==> src/rtl/vcp_pkg.sv <==
// ----------------------------------------------------------------------------
// vcp_pkg
// Shared constants and types of the variable-width code packer.
// ----------------------------------------------------------------------------
`default_nettype none

package vcp_pkg;

   localparam int VALUE_BITS       = 16;
   localparam int WIDTH_FIELD_BITS = 5;
   localparam int BYTE_BITS        = 8;
   localparam int MAX_CODE_BITS    = 16;
   localparam int WIDTH_LIMIT      = (MAX_CODE_BITS < VALUE_BITS) ? MAX_CODE_BITS : VALUE_BITS;
   localparam int FILL_BITS        = 3;
   localparam int ACC_BITS         = BYTE_BITS - 1 + VALUE_BITS;
   localparam int NBITS_BITS       = 5;
   localparam int BCNT_BITS        = 2;

   localparam int QUEUE_DEPTH = 2;
   localparam int QPTR_BITS   = (QUEUE_DEPTH > 1) ? $clog2(QUEUE_DEPTH) : 1;
   localparam int QCNT_BITS   = $clog2(QUEUE_DEPTH + 1);

   // bytes of one code, hi goes out first when count is two
   typedef struct packed {
      logic [BYTE_BITS-1:0] hi;
      logic [BYTE_BITS-1:0] lo;
      logic [BCNT_BITS-1:0] count;
   } vcp_entry_type;

   // queue handshake toward the consumer side
   typedef struct packed {
      logic          valid;
      vcp_entry_type data;
   } vcp_pop_type;

endpackage

`default_nettype wire

==> src/rtl/vcp_if.sv <==
// ----------------------------------------------------------------------------
// vcp_if
// Valid/ready channels of the code packer: code input and byte output.
// ----------------------------------------------------------------------------
`default_nettype none

interface vcp_req_if import vcp_pkg::*; ();
   logic                        valid;
   logic                        ready;
   logic [VALUE_BITS-1:0]       code_value;
   logic [WIDTH_FIELD_BITS-1:0] code_width;

   modport source (output valid, output code_value, output code_width, input ready);
   modport sink   (input valid, input code_value, input code_width, output ready);
endinterface

interface vcp_rsp_if import vcp_pkg::*; ();
   logic                 valid;
   logic                 ready;
   logic [BYTE_BITS-1:0] byte_out;
   logic                 last_byte;

   modport source (output valid, output byte_out, output last_byte, input ready);
   modport sink   (input valid, input byte_out, input last_byte, output ready);
endinterface

`default_nettype wire

==> src/rtl/variable_width_code_packer_unit.sv <==
// ----------------------------------------------------------------------------
// variable_width_code_packer_unit
// Packs variable-width codes MSB first into a byte stream.
//
// req_bus carries one code per beat: code_value and code_width (1..16;
// wider values saturate to 16, zero appends nothing). Only the low
// code_width bits of code_value are used. rsp_bus carries the bytes that
// become full, earliest bit in bit 7; last_byte marks the final byte of
// each code. A code may give zero, one or two bytes; a final partial byte
// is never flushed.
// The first byte of a code passes through the queue, the hold register and
// the output register before it shows on rsp_bus. Throughput is set by the
// output stage, one byte per cycle while rsp_bus is ready.
// A two-entry queue between input and output absorbs short stalls; when
// rsp_bus is held off the queue fills and req_bus.ready drops.
// Reset clears the partial byte to empty (eight free bits), the queue and
// the output stage.
// ----------------------------------------------------------------------------
`default_nettype none

module variable_width_code_packer_unit import vcp_pkg::*; (
   input wire logic   clock,
   input wire logic   reset,
   vcp_req_if.sink    req_bus,
   vcp_rsp_if.source  rsp_bus
);

   logic          push_valid;
   logic          push_ready;
   vcp_entry_type push_data;
   vcp_pop_type   pop;
   logic          pop_ready;

   vcp_front u_front (
      .clock      (clock),
      .reset      (reset),
      .req        (req_bus),
      .push_valid (push_valid),
      .push_data  (push_data),
      .push_ready (push_ready)
   );

   vcp_queue u_queue (
      .clock      (clock),
      .reset      (reset),
      .push_valid (push_valid),
      .push_data  (push_data),
      .push_ready (push_ready),
      .pop        (pop),
      .pop_ready  (pop_ready)
   );

   vcp_back u_back (
      .clock     (clock),
      .reset     (reset),
      .pop       (pop),
      .pop_ready (pop_ready),
      .rsp       (rsp_bus)
   );

endmodule

`default_nettype wire

==> src/rtl/vcp_front.sv <==
// ----------------------------------------------------------------------------
// vcp_front
// Takes code beats, appends them to the partial byte and queues full bytes.
// ----------------------------------------------------------------------------
`default_nettype none

module vcp_front import vcp_pkg::*; (
   input  wire logic          clock,
   input  wire logic          reset,
   vcp_req_if.sink            req,
   output      logic          push_valid,
   output      vcp_entry_type push_data,
   input  wire logic          push_ready
);

   logic [BYTE_BITS-1:0]        partial_ff, partial_in;
   logic [FILL_BITS-1:0]        filled_ff, filled_in;
   logic [WIDTH_FIELD_BITS-1:0] width_sat;
   logic [VALUE_BITS:0]         code_mask;
   logic [VALUE_BITS-1:0]       code_masked;
   logic [ACC_BITS-1:0]         acc;
   logic [ACC_BITS-1:0]         aligned;
   logic [NBITS_BITS-1:0]       nbits;
   logic [BYTE_BITS:0]          keep_mask;
   logic [BYTE_BITS:0]          fill_mask;
   logic                        accept;

   assign req.ready = push_ready;
   assign accept    = req.valid && push_ready;

   always_comb begin
      if (req.code_width > WIDTH_FIELD_BITS'(WIDTH_LIMIT)) begin
         width_sat = WIDTH_FIELD_BITS'(WIDTH_LIMIT);
      end else begin
         width_sat = req.code_width;
      end
      code_mask   = ((VALUE_BITS+1)'(1) << width_sat) - (VALUE_BITS+1)'(1);
      code_masked = req.code_value & code_mask[VALUE_BITS-1:0];
      acc         = (ACC_BITS'(partial_ff) << width_sat) | ACC_BITS'(code_masked);
      nbits       = NBITS_BITS'(filled_ff) + NBITS_BITS'(width_sat);
      aligned     = acc >> nbits[FILL_BITS-1:0];
      keep_mask   = ((BYTE_BITS+1)'(1) << nbits[FILL_BITS-1:0]) - (BYTE_BITS+1)'(1);
      fill_mask   = ((BYTE_BITS+1)'(1) << filled_ff) - (BYTE_BITS+1)'(1);
   end

   always_comb begin
      push_data.hi    = aligned[2*BYTE_BITS-1:BYTE_BITS];
      push_data.lo    = aligned[BYTE_BITS-1:0];
      push_data.count = nbits[NBITS_BITS-1:FILL_BITS];
      push_valid      = accept && (nbits[NBITS_BITS-1:FILL_BITS] != '0);
   end

   always_comb begin
      partial_in = partial_ff;
      filled_in  = filled_ff;
      if (accept) begin
         partial_in = acc[BYTE_BITS-1:0] & keep_mask[BYTE_BITS-1:0];
         filled_in  = nbits[FILL_BITS-1:0];
      end
   end

   always_ff @(posedge clock) begin
      if (reset) begin
         partial_ff <= '0;
         filled_ff  <= '0;
      end else begin
         partial_ff <= partial_in;
         filled_ff  <= filled_in;
      end
   end

   // bits above the fill level stay clear, the shift relies on it
   a_partial_clean: assert property (@(posedge clock) disable iff (reset)
      (partial_ff & ~fill_mask[BYTE_BITS-1:0]) == '0)
      else $error("partial byte holds bits above fill level");

endmodule

`default_nettype wire

==> src/rtl/vcp_queue.sv <==
// ----------------------------------------------------------------------------
// vcp_queue
// Short register queue of byte groups between front and back.
// ----------------------------------------------------------------------------
`default_nettype none

module vcp_queue import vcp_pkg::*; (
   input  wire logic          clock,
   input  wire logic          reset,
   input  wire logic          push_valid,
   input  wire vcp_entry_type push_data,
   output      logic          push_ready,
   output      vcp_pop_type   pop,
   input  wire logic          pop_ready
);

   vcp_entry_type          entries_ff [QUEUE_DEPTH];
   logic [QPTR_BITS-1:0]   wr_ptr_ff, wr_ptr_in;
   logic [QPTR_BITS-1:0]   rd_ptr_ff, rd_ptr_in;
   logic [QCNT_BITS-1:0]   count_ff, count_in;
   logic                   do_push, do_pop;

   assign push_ready = (count_ff != QCNT_BITS'(QUEUE_DEPTH));
   assign pop.valid  = (count_ff != '0);
   assign pop.data   = entries_ff[rd_ptr_ff];
   assign do_push    = push_valid && push_ready;
   assign do_pop     = pop.valid && pop_ready;

   always_comb begin
      wr_ptr_in = wr_ptr_ff;
      rd_ptr_in = rd_ptr_ff;
      count_in  = count_ff;
      if (do_push) begin
         wr_ptr_in = (wr_ptr_ff == QPTR_BITS'(QUEUE_DEPTH-1)) ? '0 : wr_ptr_ff + 1'b1;
      end
      if (do_pop) begin
         rd_ptr_in = (rd_ptr_ff == QPTR_BITS'(QUEUE_DEPTH-1)) ? '0 : rd_ptr_ff + 1'b1;
      end
      if (do_push && !do_pop) begin
         count_in = count_ff + 1'b1;
      end else if (!do_push && do_pop) begin
         count_in = count_ff - 1'b1;
      end
   end

   always_ff @(posedge clock) begin
      if (do_push) begin
         entries_ff[wr_ptr_ff] <= push_data;
      end
   end

   always_ff @(posedge clock) begin
      if (reset) begin
         wr_ptr_ff <= '0;
         rd_ptr_ff <= '0;
         count_ff  <= '0;
      end else begin
         wr_ptr_ff <= wr_ptr_in;
         rd_ptr_ff <= rd_ptr_in;
         count_ff  <= count_in;
      end
   end

   a_push_not_full: assert property (@(posedge clock) disable iff (reset)
      push_valid |-> push_ready)
      else $error("push into full queue");

   a_count_bound: assert property (@(posedge clock) disable iff (reset)
      count_ff <= QCNT_BITS'(QUEUE_DEPTH))
      else $error("queue count out of range");

endmodule

`default_nettype wire

==> src/rtl/vcp_back.sv <==
// ----------------------------------------------------------------------------
// vcp_back
// Drains queued byte groups onto the output channel, one beat a cycle while rsp.ready is high.
// ----------------------------------------------------------------------------
`default_nettype none

module vcp_back import vcp_pkg::*; (
   input  wire logic        clock,
   input  wire logic        reset,
   input  wire vcp_pop_type pop,
   output      logic        pop_ready,
   vcp_rsp_if.source        rsp
);

   logic [BYTE_BITS-1:0] hold_hi_ff, hold_lo_ff;
   logic [BCNT_BITS-1:0] hold_cnt_ff;
   logic                 rsp_valid_ff;
   logic [BYTE_BITS-1:0] rsp_byte_ff;
   logic                 rsp_last_ff;
   logic                 out_load;

   assign out_load  = (!rsp_valid_ff || rsp.ready) && (hold_cnt_ff != '0);
   assign pop_ready = (hold_cnt_ff == '0) ||
                      (out_load && (hold_cnt_ff == BCNT_BITS'(1)));

   assign rsp.valid     = rsp_valid_ff;
   assign rsp.byte_out  = rsp_byte_ff;
   assign rsp.last_byte = rsp_last_ff;

   always_ff @(posedge clock) begin
      if (reset) begin
         hold_cnt_ff  <= '0;
         rsp_valid_ff <= 1'b0;
      end else begin
         if (pop.valid && pop_ready) begin
            hold_cnt_ff <= pop.data.count;
         end else if (out_load) begin
            hold_cnt_ff <= hold_cnt_ff - 1'b1;
         end
         if (out_load) begin
            rsp_valid_ff <= 1'b1;
         end else if (rsp.ready) begin
            rsp_valid_ff <= 1'b0;
         end
      end
   end

   always_ff @(posedge clock) begin
      if (pop.valid && pop_ready) begin
         hold_hi_ff <= pop.data.hi;
         hold_lo_ff <= pop.data.lo;
      end
      if (out_load) begin
         rsp_byte_ff <= (hold_cnt_ff == BCNT_BITS'(2)) ? hold_hi_ff : hold_lo_ff;
         rsp_last_ff <= (hold_cnt_ff == BCNT_BITS'(1));
      end
   end

   a_cnt_range: assert property (@(posedge clock) disable iff (reset)
      hold_cnt_ff != BCNT_BITS'(3))
      else $error("hold count out of range");

   // a non-last beat always has its partner byte still held
   a_partner_held: assert property (@(posedge clock) disable iff (reset)
      (rsp_valid_ff && !rsp_last_ff) |-> (hold_cnt_ff == BCNT_BITS'(1)))
      else $error("first byte out without second byte held");

endmodule

`default_nettype wire

==> src/flat_wrapper.sv <==
// flat-port wrapper written by rule: the top's interface ports become plain ports
module variable_width_code_packer_unit_flat import vcp_pkg::*;
  (clock, reset, req_bus_valid, req_bus_code_value, req_bus_code_width, req_bus_ready, rsp_bus_valid, rsp_bus_byte_out, rsp_bus_last_byte, rsp_bus_ready);
  vcp_req_if req_bus_i ();
  vcp_rsp_if rsp_bus_i ();
  input wire logic clock;
  input wire logic reset;
  input wire logic [$bits(req_bus_i.valid)-1:0] req_bus_valid;
  input wire logic [$bits(req_bus_i.code_value)-1:0] req_bus_code_value;
  input wire logic [$bits(req_bus_i.code_width)-1:0] req_bus_code_width;
  output wire logic [$bits(req_bus_i.ready)-1:0] req_bus_ready;
  output wire logic [$bits(rsp_bus_i.valid)-1:0] rsp_bus_valid;
  output wire logic [$bits(rsp_bus_i.byte_out)-1:0] rsp_bus_byte_out;
  output wire logic [$bits(rsp_bus_i.last_byte)-1:0] rsp_bus_last_byte;
  input wire logic [$bits(rsp_bus_i.ready)-1:0] rsp_bus_ready;
  assign req_bus_i.valid = req_bus_valid;
  assign req_bus_i.code_value = req_bus_code_value;
  assign req_bus_i.code_width = req_bus_code_width;
  assign req_bus_ready = req_bus_i.ready;
  assign rsp_bus_valid = rsp_bus_i.valid;
  assign rsp_bus_byte_out = rsp_bus_i.byte_out;
  assign rsp_bus_last_byte = rsp_bus_i.last_byte;
  assign rsp_bus_i.ready = rsp_bus_ready;
  variable_width_code_packer_unit u_core (.clock(clock), .reset(reset), .req_bus(req_bus_i), .rsp_bus(rsp_bus_i));
endmodule
==> config.mk <==
export PLATFORM = sky130hd
export DESIGN_NAME = variable_width_code_packer_unit_flat
export DESIGN_NICKNAME = d
export VERILOG_FILES = /design/src/rtl/vcp_pkg.sv /design/src/rtl/vcp_if.sv /design/src/rtl/variable_width_code_packer_unit.sv /design/src/rtl/vcp_front.sv /design/src/rtl/vcp_queue.sv /design/src/rtl/vcp_back.sv /design/src/flat_wrapper.sv
export SDC_FILE = /design/constraint.sdc
export NUM_CORES = 1
export LEC_CHECK = 0
export BUFFER_PORTS_ARGS = -buffer_cell sky130_fd_sc_hd__buf_2
export CORE_MARGIN = 4
export CORE_UTILIZATION = 28
export CTS_CLUSTER_SIZE = 24
export DETAILED_ROUTE_END_ITERATION = 6
export GPL_ROUTABILITY_DRIVEN = 0
export GPL_TIMING_DRIVEN = 0
export PLACE_DENSITY = 0.51
export SLEW_MARGIN = 40
export SYNTH_ARGS = -nofsm -noshare
export SYNTH_HDL_FRONTEND = slang
export SYNTH_SLANG_ARGS = --single-unit
==> constraint.sdc <==
create_clock -name clock -period 5.48 [get_ports clock]
set_clock_uncertainty 0.15 [all_clocks]
set_input_delay 0 -clock clock [delete_from_list [all_inputs] [get_ports clock]]
set_output_delay 0 -clock clock [all_outputs]
set_load 0.03 [all_outputs]
==> impl_metrics.csv <==
group,metric,value,unit
run_status,status,"finished with violations",
run_status,violations,"negative hold slack",
cts,ctsRootBufferMaster,"clkbuf_16",
logic_synthesis,synth.net_count,525,
routing,route.detailed.drc,0,
pwr,leakage,2.089,nW
logic_synthesis,netlist.area_leader.share,0.3627,
worst_setup_path,startpoint_type,"flip-flop",
finish,fin_nets,574,
place,portBuffers,34,
worst_setup_path,critPathMaxFanout,10,
worst_setup_path,critical_path.endpoint_type,"flip-flop",
logic_synthesis,synth-main-ff-cell,"edfxtp_1",
worst_setup_path,cp_top_family,"buffers and inverters",
sta,tightest_slew,789.7,ps
logic_synthesis,synth_most_common_cell,"edfxtp_1",
logic_synthesis,syn_area_per_cell,10.28,µm²
finish,n_fill_cell,1776,
cts,clock_latency,330,ps
sta,fin_crit_sh,0.5940,
place,placed_area,5532,µm²
routing,first_pass_iters,5,
cts,cts-resized-gates,0,
worst_setup_path,crit_arrival,3160,ps
die,rows,48,
sta,hold_viol,3,
sta,fmax,307.2,MHz
worst_setup_path,critPathRequiredTime,5380,ps
global_route,grt_pass1_vias,4055,
logic_synthesis,syn-cell-area,5050,µm²
logic_synthesis,yosysUniqueCellTypes,71,
die,die_area,20250,µm²
cts,cts_max_level,3,
pwr,power_switching,810.1,µW
pwr,combPwrFrac,0.365,
die,core,17480,µm²
sta,setup_viol,0,
logic_synthesis,ys_warn_count,0,
die,die_w,142.3,µm
sta,final.setup.worst_slack,2225,ps
cts,clk_pin_slew,60,ps
pwr,pwr-share-clk,0.242,
logic_synthesis,synth_commonest_cells,"edfxtp_1, nand2_1, nor2_1",
logic_synthesis,synth_sequential_area_ratio,0.4381,
cts,cts.sinks,80,
sta,maxSlewViolCount,0,
routing,wl_per_cell,18.49,µm
logic_synthesis,synth_area_leaders,"edfxtp_1, mux2_2, dfxtp_1, nand2_1, nor2_1",
pwr,p_per_area,404.9,nW/µm²
finish,layout-drive-gt1-share,0.2404,
cts,cts_hold_buf,2,
cts,cts_tree,"yes",
logic_synthesis,synth_edf_count,61,
worst_setup_path,crit_top_cell,"clkbuf_1",
worst_setup_path,slowest_delay,530,ps
sta,fin_crit,3255,ps
die,fp.dieH,142.3,µm
logic_synthesis,async_flop_share,0,
cts,cts_setup_buffers,0,
pwr,total_power,2.364,mW
pwr,peakVddDrop,0.2632,mV
worst_setup_path,path_class,"reg -> reg",
global_route,antenna_found_initial,0,
finish,design_area,5838,µm²
sta,fin_hold_ws,-3.481,ps
logic_synthesis,yosysTopAreaCell,"edfxtp_1",
pwr,p_seq_frac,0.392,
logic_synthesis,ys_ff_latch,80,
finish,n_antenna_cell,0,
routing,drtIter0Drc,390,
worst_setup_path,crit_slowest_cell,"fa_1",
die,io_pins,36,
worst_hold_path,worstHoldPathType,"in -> reg",
finish,area_delta_synth_final,15.61,%
flow_run,maxCapViolCount,0,
routing,vias,4195,
global_route,grt.overflow.total,0,
routing,routed_wirelength,14240,µm
die,initial_core_util,0.2889,
pwr,p_int,1.554,mW
place,dpl_worst_slack,1911,ps
cts,ctsLongestPathBuffers,2,
worst_setup_path,path_cells,"ha_1, fa_1, clkbuf_1, clkbuf_1, clkbuf_1, nand2_1, o211ai_1, nand3_1",
cts,cts_buffers,9,
global_route,gr-usage-all-layers,0.1394,
global_route,grt_pass1_wl,22510,µm
sta,slew_headroom,0.4691,
pwr,switching_share,0.3427,
global_route,grt_max_degree,23,
place,dp_hpwl,10660,µm
routing,ant_nets,0,
sta,setup-tns-final,0,ps
logic_synthesis,synthCells,491,
finish,final_util,0.3340,
routing,vias_per_cell,5.448,
sta,grt_setup_unrepaired,"no",
worst_setup_path,cp_num_buf_inv,3,
[power by group through the flow]
stage          combinational, mW  clock [mW]  sequential [mW]
5_1_grt                    0.945       0.616            0.940
6_report                   0.863       0.573            0.928
2_1_floorplan              0.555           0             1.01
3_5_place_dp               0.859           0            0.941
4_1_cts                    0.866       0.588            0.929
3_3_place_gp               0.833           0            0.940
[worst register-to-register path: stages (launching register included)]
cell and delay (ps):
dfxtp_1 310, ha_1 220, fa_1 530, clkbuf_1 420
clkbuf_1 490, clkbuf_1 520, nand2_1 100, o211ai_1 100
nand3_1 140
[registers in the layout, summed over array words and instances, names as in the netlist, 2 cells and up, named ones only]
signal                      count
u_core.u_queue.entries_ff      36
u_core.u_back.hold_hi_ff        8
u_core.u_back.hold_lo_ff        8
u_core.u_back.rsp.byte_out      8
u_core.u_front.partial_ff       8
u_core.u_front.filled_ff        3
u_core.u_back.hold_cnt_ff       2
u_core.u_queue.count_ff         2
[layout by cell type (no fill, tap or decap), types with 5 or more instances in the layout]
cell type | netlist | routed
buf_2 | 5 | 39
a211oi_2 | 6 | 6
buf_4 | 3 | 5
a21o_1 | 6 | 6
ha_1 | 8 | 8
a211oi_1 | 7 | 7
and3b_1 | 5 | 5
o22ai_1 | 8 | 8
dfxtp_1 | 19 | 19
nand2_1 | 47 | 47
mux2i_1 | 8 | 8
nand2b_1 | 6 | 6
o21ai_0 | 22 | 22
o31ai_1 | 5 | 5
xnor2_1 | 6 | 6
mux2_2 | 37 | 37
mux4_2 | 6 | 6
nor2_1 | 42 | 41
inv_1 | 11 | 11
clkbuf_16 | 0 | 9
a21oi_1 | 30 | 30
nand3_1 | 8 | 8
a32oi_1 | 6 | 6
clkbuf_1 | 20 | 23
nor3_1 | 8 | 7
edfxtp_1 | 61 | 61
a31oi_1 | 5 | 5
o211ai_1 | 5 | 5
[per-stage QoR]
step	hold slack, ps	cells
CTS	3.974	770
global route	30.39	770
floorplan	73.07	491
finish	-3.481	770
global placement	164.0	750
detailed placement	188.5	752
[logic make-up after synthesis]
logic type               after synthesis  share of synthesized area
XOR/XNOR                               9                    0.01561
multiplexers                          52                     0.1281
AND/OR/NAND/NOR                      152                     0.1504
AO/OA/AOI/OAI                        140                     0.1997
adder cells (fa/ha/maj)                9                    0.02379
flip-flops                            80                     0.4381
buffers and inverters                 49                    0.04435
[area by class of cell]
| type | count | area, µm² | area share |
|---|---|---|---|
| Clock buffer | 12 | 236.5 | 0.04051 |
| Multi-Input combinational cell | 362 | 2630 | 0.4505 |
| Inverter | 14 | 52.55 | 0.009001 |
| Buffer | 35 | 171.4 | 0.02936 |
| Sequential cell | 80 | 2212 | 0.3789 |
| Timing Repair Buffer | 38 | 205.2 | 0.03515 |
| Tap cell | 225 | 281.5 | 0.04822 |
| Clock inverter | 4 | 48.80 | 0.008358 |
[routing by layer]
metal | up-vias | GRT usage | wire length, µm | part of all wire
met1 | 2014 | 0.1964 | 6463 | 0.45
met4 | 0 | 0.04452 | 260 | 0.018
met3 | 22 | 0.02319 | 967 | 0.068
met5 | - | 0 | 0 | 0
li1 | 1965 | - | - | -
met2 | 194 | 0.2194 | 6546 | 0.46
[path summary, 6_finish.rpt]
| path | from | end | slack, ps | cells past startpoint |
|---|---|---|---|---|
| setup / recovery | u_core.u_front.filled_ff[0] | u_core.u_queue.entries_ff[1][13] | 2220 | 8 |
| hold / removal | reset | u_core.u_front.filled_ff[1] | -3 | 2 |
| setup reg to reg | u_core.u_front.filled_ff[0] | u_core.u_queue.entries_ff[1][13] | 2220 | 8 |
| hold reg to reg | u_core.u_front.filled_ff[0] | u_core.u_front.filled_ff[0] | 310 | 2 |
Power figures use the tool's default switching activity.
